--- config.mk ---
export PLATFORM = sky130hd
export DESIGN_NAME = scrambled_command_frame_encoder_top
export DESIGN_NICKNAME = d
export VERILOG_FILES = /design/src/design/scf_pkg.sv /design/src/design/scf_front.sv /design/src/design/scf_queue.sv /design/src/design/scf_back.sv /design/src/design/scrambled_command_frame_encoder_top.sv
export SDC_FILE = /design/constraint.sdc
export NUM_CORES = 1
export LEC_CHECK = 0
export ABC_AREA = 1
export BUFFER_PORTS_ARGS = -buffer_cell sky130_fd_sc_hd__buf_2
export CORE_AREA = 8 8 154 156
export CTS_CLUSTER_SIZE = 10
export DETAILED_ROUTE_END_ITERATION = 8
export DIE_AREA = 0 0 162 164
export PLACE_DENSITY = 0.77
export SYNTH_ARGS = -nofsm -noshare
export SYNTH_HDL_FRONTEND = slang
export SYNTH_HIERARCHICAL = 1
export SYNTH_SLANG_ARGS = --single-unit
--- constraint.sdc ---
create_clock -name clk -period 9.2 [get_ports clk]
set_input_delay 0.92 -clock clk [delete_from_list [all_inputs] [get_ports clk]]
set_output_delay 0.92 -clock clk [all_outputs]
set_load 0.05 [all_outputs]
--- src/design/scf_pkg.sv ---
// Package for the scrambled command frame encoder.
// Holds the queued command record, register codes, the offset table and byte helpers.
// No dependencies.
`default_nettype none

package scf_pkg;

  localparam int unsigned FrameLen = 12;
  localparam logic [7:0] LEN_BYTE = 8'h09;
  localparam logic [7:0] BUMP_LOW = 8'h54;
  localparam logic [7:0] BUMP_HIGH = 8'hD3;
  localparam logic [15:0] CRC_POLY = 16'h8408;

  localparam logic [3:0] POS_LEN = 4'd0;
  localparam logic [3:0] POS_KEY = 4'd1;
  localparam logic [3:0] POS_CHECK = 4'd9;
  localparam logic [3:0] POS_CRC_LO = 4'd10;
  localparam logic [3:0] POS_LAST = 4'(FrameLen - 1);

  typedef enum logic {
    REG_REMOTE_ID = 1'b0,
    REG_REQUEST_TYPE = 1'b1
  } scf_reg_t;

  localparam logic [7:0] OFFS_TAB [8][4] = '{
    '{8'h45, 8'h1F, 8'h14, 8'h5C},
    '{8'h2B, 8'hC9, 8'hE3, 8'h11},
    '{8'h6D, 8'h5F, 8'h8A, 8'h2B},
    '{8'hAF, 8'h03, 8'h1D, 8'hF3},
    '{8'h1A, 8'hE2, 8'hF0, 8'hD1},
    '{8'h04, 8'hD8, 8'h71, 8'h42},
    '{8'hAF, 8'h04, 8'hDD, 8'h07},
    '{8'h61, 8'h13, 8'h38, 8'h64}
  };

  // Plain bytes in frame order: request type, id high, id low, command,
  // argument, sequence, group.
  typedef struct packed {
    logic [7:0]      key;
    logic [7:0]      xm;
    logic [1:0]      col;
    logic            bump;
    logic [6:0][7:0] plain;
  } scf_cmd_t;

  function automatic logic [7:0] rev8(input logic [7:0] v);
    logic [7:0] r;
    for (int k = 0; k < 8; k++) begin
      r[k] = v[7 - k];
    end
    return r;
  endfunction

  function automatic logic [7:0] key_mask(input logic [7:0] key);
    logic [3:0] lo;
    logic [2:0] x;
    logic [3:0] hi_n;
    logic [3:0] lo_n;
    lo = key[3:0];
    x = key[6:4] + {2'b00, (lo >= 4'd4)} + 3'd6;
    hi_n = (4'd4 + {1'b0, x}) ^ 4'd1;
    lo_n = (lo + 4'd4) ^ 4'd2;
    return {hi_n, lo_n};
  endfunction

  function automatic logic [15:0] crc_update(input logic [15:0] crc, input logic [7:0] v);
    logic [15:0] s;
    logic [7:0]  b;
    s = crc;
    b = v;
    for (int k = 0; k < 8; k++) begin
      if (b[0] ^ s[0]) begin
        s = (s >> 1) ^ CRC_POLY;
      end else begin
        s = s >> 1;
      end
      b = b >> 1;
    end
    return s;
  endfunction

endpackage

`default_nettype wire

--- src/design/scf_front.sv ---
// Front end of the frame encoder: takes a command request and classifies its key.
// Depends on scf_pkg.
`default_nettype none

module scf_front
  import scf_pkg::*;
(
  input  wire logic [7:0]  command,
  input  wire logic [7:0]  argument,
  input  wire logic [7:0]  group,
  input  wire logic [7:0]  scramble_key,
  input  wire logic [7:0]  sequence_req,
  input  wire logic [15:0] remote_id,
  input  wire logic [7:0]  request_type,
  output scf_cmd_t         cmd
);

  always_comb begin
    cmd.key = scramble_key;
    cmd.xm = key_mask(scramble_key);
    cmd.col = scramble_key[1:0];
    cmd.bump = (scramble_key >= BUMP_LOW) && (scramble_key <= BUMP_HIGH);
    cmd.plain[0] = request_type;
    cmd.plain[1] = remote_id[15:8];
    cmd.plain[2] = remote_id[7:0];
    cmd.plain[3] = command;
    cmd.plain[4] = argument;
    cmd.plain[5] = sequence_req;
    cmd.plain[6] = group;
  end

endmodule

`default_nettype wire

--- src/design/scf_queue.sv ---
// Two-entry queue of classified command requests between front and back end.
// Depends on scf_pkg.
`default_nettype none

module scf_queue
  import scf_pkg::*;
(
  input  wire logic     clk,
  input  wire logic     rst_n,
  input  wire logic     push,
  input  wire scf_cmd_t push_data,
  output logic          full,
  input  wire logic     pop,
  output logic          head_valid,
  output scf_cmd_t      head
);

  scf_cmd_t   entry_r [2];
  logic       wr_ptr_r, wr_ptr_nxt;
  logic       rd_ptr_r, rd_ptr_nxt;
  logic [1:0] count_r, count_nxt;

  assign full = (count_r == 2'd2);
  assign head_valid = (count_r != 2'd0);
  assign head = entry_r[rd_ptr_r];

  always_comb begin
    wr_ptr_nxt = wr_ptr_r;
    rd_ptr_nxt = rd_ptr_r;
    count_nxt = count_r;
    if (push) begin
      wr_ptr_nxt = ~wr_ptr_r;
    end
    if (pop) begin
      rd_ptr_nxt = ~rd_ptr_r;
    end
    if (push && !pop) begin
      count_nxt = count_r + 2'd1;
    end else if (pop && !push) begin
      count_nxt = count_r - 2'd1;
    end
  end

  always_ff @(posedge clk) begin
    if (!rst_n) begin
      wr_ptr_r <= 1'b0;
      rd_ptr_r <= 1'b0;
      count_r <= 2'd0;
    end else begin
      wr_ptr_r <= wr_ptr_nxt;
      rd_ptr_r <= rd_ptr_nxt;
      count_r <= count_nxt;
    end
  end

  always_ff @(posedge clk) begin
    if (push) begin
      entry_r[wr_ptr_r] <= push_data;
    end
  end

endmodule

`default_nettype wire

--- src/design/scf_back.sv ---
// Back end of the frame encoder: walks the twelve frame positions of the head request,
// scrambles the payload, keeps the checksum and CRC, and drives the output register.
// Depends on scf_pkg.
`default_nettype none

module scf_back
  import scf_pkg::*;
(
  input  wire logic       clk,
  input  wire logic       rst_n,
  input  wire logic       head_valid,
  input  wire scf_cmd_t   head,
  output logic            pop,
  output logic            out_valid,
  input  wire logic       out_ready,
  output logic [7:0]      out_byte,
  output logic [3:0]      out_pos,
  output logic            out_last
);

  logic [3:0]  pos_r, pos_nxt;
  logic [15:0] crc_r, crc_nxt;
  logic [7:0]  sum_r, sum_nxt;
  logic        out_valid_r, out_valid_nxt;
  logic [7:0]  out_byte_r;
  logic [3:0]  out_pos_r;
  logic        out_last_r;
  logic        advance;
  logic [3:0]  row_full;
  logic [2:0]  row;
  logic [7:0]  plain_b;
  logic [7:0]  frame_b;

  assign advance = head_valid && (!out_valid_r || out_ready);
  assign pop = advance && (pos_r == POS_LAST);
  assign row_full = pos_r - 4'd2;
  assign row = row_full[2:0];
  assign plain_b = head.plain[row];

  always_comb begin
    case (pos_r)
      POS_LEN: frame_b = LEN_BYTE;
      POS_KEY: frame_b = head.key;
      POS_CHECK: frame_b = ((head.xm + sum_r + 8'd2) ^ head.xm) + OFFS_TAB[7][head.col];
      POS_CRC_LO: frame_b = crc_r[7:0];
      POS_LAST: frame_b = crc_r[15:8];
      default: frame_b = (plain_b ^ head.xm) + OFFS_TAB[row][head.col] + {head.bump, 7'd0};
    endcase
  end

  always_comb begin
    pos_nxt = pos_r;
    crc_nxt = crc_r;
    sum_nxt = sum_r;
    out_valid_nxt = out_valid_r;
    if (advance) begin
      out_valid_nxt = 1'b1;
      if (pos_r == POS_LAST) begin
        pos_nxt = 4'd0;
        crc_nxt = 16'd0;
        sum_nxt = 8'd0;
      end else begin
        pos_nxt = pos_r + 4'd1;
        if (pos_r < POS_CRC_LO) begin
          crc_nxt = crc_update(crc_r, frame_b);
        end
        if ((pos_r > POS_KEY) && (pos_r < POS_CHECK)) begin
          sum_nxt = sum_r + plain_b;
        end
      end
    end else if (out_ready) begin
      out_valid_nxt = 1'b0;
    end
  end

  always_ff @(posedge clk) begin
    if (!rst_n) begin
      pos_r <= 4'd0;
      crc_r <= 16'd0;
      sum_r <= 8'd0;
      out_valid_r <= 1'b0;
    end else begin
      pos_r <= pos_nxt;
      crc_r <= crc_nxt;
      sum_r <= sum_nxt;
      out_valid_r <= out_valid_nxt;
    end
  end

  always_ff @(posedge clk) begin
    if (advance) begin
      out_byte_r <= rev8(frame_b);
      out_pos_r <= pos_r;
      out_last_r <= (pos_r == POS_LAST);
    end
  end

  assign out_valid = out_valid_r;
  assign out_byte = out_byte_r;
  assign out_pos = out_pos_r;
  assign out_last = out_last_r;

endmodule

`default_nettype wire

--- src/design/scrambled_command_frame_encoder_top.sv ---
// Top level of the scrambled command frame encoder with its configuration registers.
// Depends on scf_pkg, scf_front, scf_queue and scf_back.
//
//   Channel  Direction  Moves
//   in_      slave      one command request (command, argument, group, key, sequence)
//   out_     master     one bit-reversed frame byte with its position, tlast on byte 11
//   cfg_     slave      APB writes and reads of the remote id (0x0) and request_type (0x4)
//
// Each request yields twelve bytes, one per cycle while out_tready is high;
// the back end's position counter steps through the positions.
// A taken request is queued first; its bytes then leave via the output register.
// A two-entry queue lets the input side take new requests while a frame is sent.
// Reset is synchronous and active low; the registers return to 0x0532 and 0x45.
`default_nettype none

module scrambled_command_frame_encoder_top
  import scf_pkg::*;
(
  input  wire logic        clk,
  input  wire logic        rst_n,
  input  wire logic        in_tvalid,
  output logic             in_tready,
  // command [7:0], argument [15:8], group [23:16], scramble_key [31:24],
  // sequence_req [39:32]
  input  wire logic [39:0] in_tdata,
  output logic             out_tvalid,
  input  wire logic        out_tready,
  // frame_byte [7:0]
  output logic [7:0]       out_tdata,
  // byte_position [3:0]
  output logic [3:0]       out_tuser,
  output logic             out_tlast,
  input  wire logic        cfg_psel,
  input  wire logic        cfg_penable,
  input  wire logic        cfg_pwrite,
  input  wire logic [2:0]  cfg_paddr,
  input  wire logic [31:0] cfg_pwdata,
  output logic [31:0]      cfg_prdata,
  output logic             cfg_pready
);

  logic [15:0] remote_id_r, remote_id_nxt;
  logic [7:0]  request_type_r, request_type_nxt;
  logic        cfg_wr;
  scf_cmd_t    front_cmd;
  scf_cmd_t    head;
  logic        q_full;
  logic        head_valid;
  logic        pop;
  logic        push;

  assign cfg_pready = 1'b1;
  assign cfg_wr = cfg_psel && cfg_penable && cfg_pwrite && cfg_pready;

  always_comb begin
    remote_id_nxt = remote_id_r;
    request_type_nxt = request_type_r;
    cfg_prdata = 32'd0;
    case (scf_reg_t'(cfg_paddr[2]))
      REG_REMOTE_ID: begin
        cfg_prdata = {16'd0, remote_id_r};
        if (cfg_wr) begin
          remote_id_nxt = cfg_pwdata[15:0];
        end
      end
      REG_REQUEST_TYPE: begin
        cfg_prdata = {24'd0, request_type_r};
        if (cfg_wr) begin
          request_type_nxt = cfg_pwdata[7:0];
        end
      end
      default: cfg_prdata = 32'd0;
    endcase
  end

  always_ff @(posedge clk) begin
    if (!rst_n) begin
      remote_id_r <= 16'd1330;
      request_type_r <= 8'd69;
    end else begin
      remote_id_r <= remote_id_nxt;
      request_type_r <= request_type_nxt;
    end
  end

  assign in_tready = !q_full;
  assign push = in_tvalid && !q_full;

  scf_front u_front (
    .command      (in_tdata[7:0]),
    .argument     (in_tdata[15:8]),
    .group        (in_tdata[23:16]),
    .scramble_key (in_tdata[31:24]),
    .sequence_req (in_tdata[39:32]),
    .remote_id    (remote_id_r),
    .request_type (request_type_r),
    .cmd          (front_cmd)
  );

  scf_queue u_queue (
    .clk        (clk),
    .rst_n      (rst_n),
    .push       (push),
    .push_data  (front_cmd),
    .full       (q_full),
    .pop        (pop),
    .head_valid (head_valid),
    .head       (head)
  );

  scf_back u_back (
    .clk        (clk),
    .rst_n      (rst_n),
    .head_valid (head_valid),
    .head       (head),
    .pop        (pop),
    .out_valid  (out_tvalid),
    .out_ready  (out_tready),
    .out_byte   (out_tdata),
    .out_pos    (out_tuser),
    .out_last   (out_tlast)
  );

endmodule

`default_nettype wire

Yosys cells after proc, flatten, opt, wreduce, memory -nomap -nowiden:

Memories as Yosys holds them, arrays and structs flattened. A register that Yosys moved wholly into a read port is not among the register bits.
Index checks and enable logic that the tools add are counted.

* $add $sub $neg: 14
* magnitude comparators: 9
* equal/unequal tests: 5
* mux-type cells: 54
* bitwise gates (word level): 25
* reduce and logical (&&, ||, !) cells: 24

Operator list (number)
* 2-to-1 mux 16 bit: 31
* 2-to-1 mux 32 bit: 2
* one-hot mux 32 bit (2 select lines): 1
* 2-to-1 mux 8 bit: 7
* adder 8 bit: 5
* one-hot mux 8 bit (5 select lines): 1
* binary-select mux 8 bit (select 2 bit): 2
* inverter 2 -> 3 bit: 9
* binary-select mux 8 bit (select 3 bit): 1
* XOR 8 bit: 2
* == test 4 bit (second input constant): 3
* nonzero test 2 bit: 5
* logical AND 1 bit: 9
* adder 8 x 2 -> 8 bit (second input constant): 1
* greater-or-equal comparator 8 x 7 -> 1 bit (second input constant): 1
* <= comparator 8 bit (second input constant): 1
* < comparator 4 bit (second input constant): 2
* AND reduction 2 bit: 4
* XOR 1 bit: 8
* 2-to-1 mux 1 bit: 6
* inverter 1 bit: 5
* adder 3 x 3 -> 4 bit (first input constant): 1
* adder 4 x 1 -> 4 bit (second input constant): 1
* adder 4 x 3 -> 4 bit (second input constant): 1
* 18 further kinds: 22

* flip-flop bits (word level): 70
* memory bits (writable): 150
* bits in read-only memories: 256
* memories: 2

Memory list
* (no name shown): depth 8, width 32, read ports 1, clocked after memory_dff 0, write ports 0, RTL line scf_back.sv:47 `default: frame_b = (plain_b ^ head.xm) + OFFS_TAB[row][head.col] + {head.bump, 7'd0};`
* u_queue.entry_r: depth 2, width 75, read ports 1, clocked after memory_dff 1, write ports 1, RTL line scf_queue.sv:18 `scf_cmd_t entry_r [2];`

Longest topological paths before layout:

* depth in word-level cells: 50
* depth in mapped cells: 31
* mapped depth without buffers: 28

Cells and area by module:

Netlist, hierarchy kept.

Modules (own cells, without submodules)
* scf_queue: instances 1, cells an instance 268, area each 5841.9 um^2, seq. area each 4604.4 um^2
* scf_back: instances 1, cells an instance 726, area each 4737.0 um^2, seq. area each 970.9 um^2
* scrambled_command_frame_encoder_top: instances 1, cells an instance 205, area each 1310.0 um^2, seq. area each 480.5 um^2
* scf_front: instances 1, cells an instance 102, area each 694.4 um^2, seq. area each 0.0 um^2

Worst setup path before layout:

OpenSTA, ideal clock, no wires.

* path kind: input -> register
* start: input port in_tvalid
* end: memory u_queue/entry_r[0][0] in the netlist's numbering (enable)
* library setup time: 509 ps
* arrival time: 4315 ps
* required time: 8691 ps
* path slack: 4376 ps
* cell stages on the path: 4
* buffers on the path: 0
* cell sequence: inv_1 -> nor2_1 -> inv_1 -> nor2_1

* cells in the longest elaborated chain, start to end: 3

RTL lines
* start, declared: RTL line scrambled_command_frame_encoder_top.sv:21 `input wire logic in_tvalid,`
* logical AND 1 bit: RTL line scrambled_command_frame_encoder_top.sv:87 `assign push = in_tvalid && !q_full;`
* net push: RTL line scrambled_command_frame_encoder_top.sv:50 `logic push;`
* 2-to-1 mux 1 bit: RTL line scf_queue.sv:57 `if (push) begin`
* 2-to-1 mux 1 bit (implied by the code): RTL line scf_queue.sv:58 `entry_r[wr_ptr_r] <= push_data;`
* end, declared: RTL line scf_queue.sv:18

The timed path passes the listed nets, and every way through them passes these cells.

Worst setup path in the final report:

* start: register u_back.pos_r[2]
* end: register u_back.crc_r[10]

RTL lines
* start, declared: RTL line scf_back.sv:21 `logic [3:0] pos_r, pos_nxt;`
* start signal, assigned: RTL line scf_back.sv:83 `pos_r <= pos_nxt;`
* subtractor 3 x 2 -> 3 bit: RTL line scf_back.sv:36 `assign row_full = pos_r - 4'd2;`
* inverter 3 -> 4 bit (implied by the code): RTL line scf_back.sv:47
* memory (8 x 32 bit)
* 2-to-1 mux 32 bit (implied by the code) (2 in series): RTL line scf_back.sv:47
* binary-select mux 8 bit (select 2 bit): RTL line scf_back.sv:47
* 2-to-1 mux 8 bit (implied by the code) (2 in series): RTL line scf_back.sv:47
* adder 8 bit (2 in series): RTL line scf_back.sv:47
* one-hot mux 8 bit (5 select lines) *: RTL line scf_back.sv:41 `case (pos_r)`
* net u_back.frame_b[7]: RTL line scf_back.sv:32 `logic [7:0] frame_b;`
* XOR 1 bit *: RTL line scf_pkg.sv:72 `if (b[0] ^ s[0]) begin`
* 2-to-1 mux 16 bit *: RTL line scf_pkg.sv:72
* 2-to-1 mux 16 bit *: RTL line scf_back.sv:64 `if (pos_r < POS_CRC_LO) begin`
* 2-to-1 mux 16 bit *: RTL line scf_back.sv:58 `if (pos_r == POS_LAST) begin`
* end signal, assigned: RTL line scf_back.sv:84 `crc_r <= crc_nxt;`
* end, declared: RTL line scf_back.sv:22 `logic [15:0] crc_r, crc_nxt;`

Mark *: on every way through the listed nets, which the timed path passes. The rest lies on a longest branch. The select of a mux whose other input is x is not followed.
A chain may end at the register's enable or synchronous reset.

==> flow_summary_export.csv <==
group,metric,value,unit
outcome,status,"complete, no violations",
route,drt_iter0_markers,562,
timing,rsz0062_at_grt,"no",
synth,synth.area.top_cells,"edfxtp_1, dfxtp_1, nand2_1, mux2_4, ha_1",
timing,hold_viol,0,
clocking,cts_tree,"built",
route,viasPerCell,5.36,
route,dr.pass1.iters,6,
power,leakage,5.77,nW
synth,synthFlopType,"edfxtp_1",
worst_setup_path,worstSetupPathType,"flip-flop to flip-flop",
clocking,ctsResizeCount,0,
global_routing,gr-usage-all-layers,0.195,
power,p_per_area,234,mW/mm^2
worst_setup_path,cp_max_fo,23,
layout,syn2layout_area_growth,6.75,%
route,post_drt_wl_per_cell,16.1,um
power,power.total,3.15,mW
floorplanning,initial_core_util,0.589,
synth,synthArstFlopShare,0,
placed_design,place_hpwl,18.6,mm
timing,setup_viol,0,
floorplanning,die_h,164,um
timing,skew,0.0145,ns
floorplanning,fp.dieArea,0.0266,mm^2
layout,drive_gt1_frac,0.193,
worst_setup_path,path_buf_inv,5,
clocking,cts_made_buffers,26,
synth,synth_edf_count,163,
worst_setup_path,crit_arrival,5.58,ns
clocking,clock_sinks,221,
floorplanning,core.rowCount,54,
floorplanning,dieWidth,162,um
floorplanning,coreArea,0.0214,mm^2
worst_setup_path,crit_family,"adder cells",
clocking,ctsHoldBuffers,0,
timing,period_minus_slack,5.12,ns
synth,seq_area_frac_synth,0.481,
route,num_vias,8703,
timing,fin_tns_setup,0,ns
hold_path,min_path_type,"flip-flop to flip-flop",
layout,final_cell_mix,"nand2_1, edfxtp_1, inv_1",
placed_design,port-buffer-count,94,
route,wirelength,26.1,mm
timing,fin_crit_sh,0.556,
layout,stdcell_area,0.0134,mm^2
synth,yosysTopAreaCellShare,0.389,
clocking,htree_levels,1,
timing,clock.fmax,195,MHz
timing,hold-worst-slack,0.478,ns
route,dr.max_layer_used,"met4",
synth,synth_area,0.0126,mm^2
route,wl_met2,13.3,mm
synth,synth_top_cell_by_area,"edfxtp_1",
layout,stdcell_count,1624,
global_routing,grt_overflow,0,
placed_design,placedCellCount,1576,
layout,fill_cells,1774,
worst_setup_path,critPathMaxStageDelay,0.83,ns
power,irDropWorstVdd,0.192,mV
worst_setup_path,setup.worst_path.end_class,"flip-flop",
worst_setup_path,cp-start-kind,"flip-flop",
global_routing,grt_max_degree,76,
route,drc,0,
global_routing,grt_pass1_vias,8596,
layout,seqCellArea,0.00606,mm^2
clocking,cts_setup_buffers,0,
placed_design,placed_area,0.0127,mm^2
synth,synth_warnings,6,
clocking,clk_latency,0.54,ns
route,route.met3.wl,1.38,mm
placed_design,pre_cts_ws,4.18,ns
layout,layout_commonest_cell,"nand2_1",
layout,nets,1467,
route,wl_met1,10.6,mm
clocking,cts-root-buf,"clkbuf_16",
global_routing,grt_first_pass_wirelength,42.4,mm
global_routing,antenna_found_initial,0,
clocking,cts_buffer_depth,3,
synth,synth_cell_types,53,
synth,postSynthAreaPerCell,9.67,um^2
clocking,clk_pin_slew,0.06,ns
worst_setup_path,reg2reg_slack,4.08,ns
timing,worst_slack,4.08,ns
timing,timing.slew.headroom,0.303,
placed_design,gp_congestion,0.907,
worst_setup_path,crit_path_top_delay_cell,"ha_1",
timing,slew_viol_final,0,
worst_setup_path,crit_top_cell,"nand2_1",
worst_setup_path,crit_required,9.66,ns
synth,ys_ff_latch,221,
layout,fin_util,0.629,
job,maxCapViolations,0,
route,antenna_left,0,
timing,tightest_slew,1.05,ns
layout,num_antenna_cells,0,
synth,post_synth_inst_count,1301,
floorplanning,ios,130,
layout,multiInputGateArea,0.00520,mm^2
==> report_power, final <==
group          switching, mW  total [mW]  internal, mW
registers             0.0471        1.22          1.18
logic                  0.656        1.00         0.344
clock network          0.383       0.923         0.540
==> cells in the mapped netlist, types with 5 or more instances <==
library cell,number
clkbuf_1,11
nand2_2,16
dfxtp_1,58
xor2_1,14
a21oi_1,57
nand2_1,240
ha_1,57
inv_2,11
nand4_1,7
o21ai_0,33
buf_2,8
mux2_2,25
nor2_4,5
nand3_2,8
edfxtp_1,163
o22ai_1,5
nand3_1,119
nor2_1,110
or2_2,5
mux2_4,50
inv_1,129
buf_6,8
xnor2_1,11
buf_4,88
o211ai_1,6
==> cell families after synthesis <==
kind of cell | after synthesis | synth area share
fa+ha+maj | 61 | 0.0630
mux | 75 | 0.0820
compound gates | 134 | 0.0629
other cells | 2 | 0.000597
simple gates | 521 | 0.182
xor+xnor | 25 | 0.0174
flops | 221 | 0.481
buf+inv | 262 | 0.110
==> per-layer routing <==
layer / up-vias / GRT usage
met4: 0 / 0.0669
li1: 4333 / -
met3: 51 / 0.0293
met1: 4047 / 0.233
met2: 272 / 0.355
met5: - / 0
==> cell type report <==
class,instances,area share
clock inverter,2,0.00261
inverter,143,0.0402
timing repair buffer,99,0.0378
sequential,221,0.451
multi-input combinational,833,0.387
tap,280,0.0261
clock buffer,46,0.0548
==> worst register-to-register path: stages (launching register included) <==
cell     delay (ns)
dfxtp_1        0.58
inv_1          0.17
ha_1           0.83
inv_1          0.43
a21oi_1        0.24
a22oi_1        0.22
xor2_1         0.22
ha_1           0.32
ha_1           0.20
inv_1          0.08
fa_1           0.44
nor3_1         0.21
nor2_1         0.09
inv_1          0.05
nand2_1        0.05
nand2_1        0.10
inv_1          0.05
nand2_1        0.05
nand2_1        0.05
nand2_1        0.10
nand2_1        0.09
nand2_1        0.11
nand2_1        0.10
nand2_1        0.07
nand3_1        0.06
a21oi_1        0.15
==> registers in the layout (all words and copies together) (netlist names), named ones only <==
signal,count
u_back/sum_r,8
u_queue/rd_ptr_r,1
u_back/pos_r,4
u_back/out_valid,1
request_type_r,8
remote_id_r,16
u_back/crc_r,16
u_back/out_last,1
u_queue/wr_ptr_r,1
u_queue/count_r,2
u_back/out_byte,8
u_back/out_pos,4
u_queue/entry_r,150
==> final timing paths <==
| check | cells past startpoint | endpoint | from |
|---|---|---|---|
| worst max-delay path | 25 | u_back/crc_r[10] | u_back/pos_r[2] |
| worst min-delay path | 0 | u_queue/entry_r[1][10] | remote_id_r[10] |
| worst min register to register | 0 | u_queue/entry_r[1][10] | remote_id_r[10] |
| worst max register to register | 25 | u_back/crc_r[10] | u_back/pos_r[2] |
No activity file was read; power rests on OpenSTA's default activity.
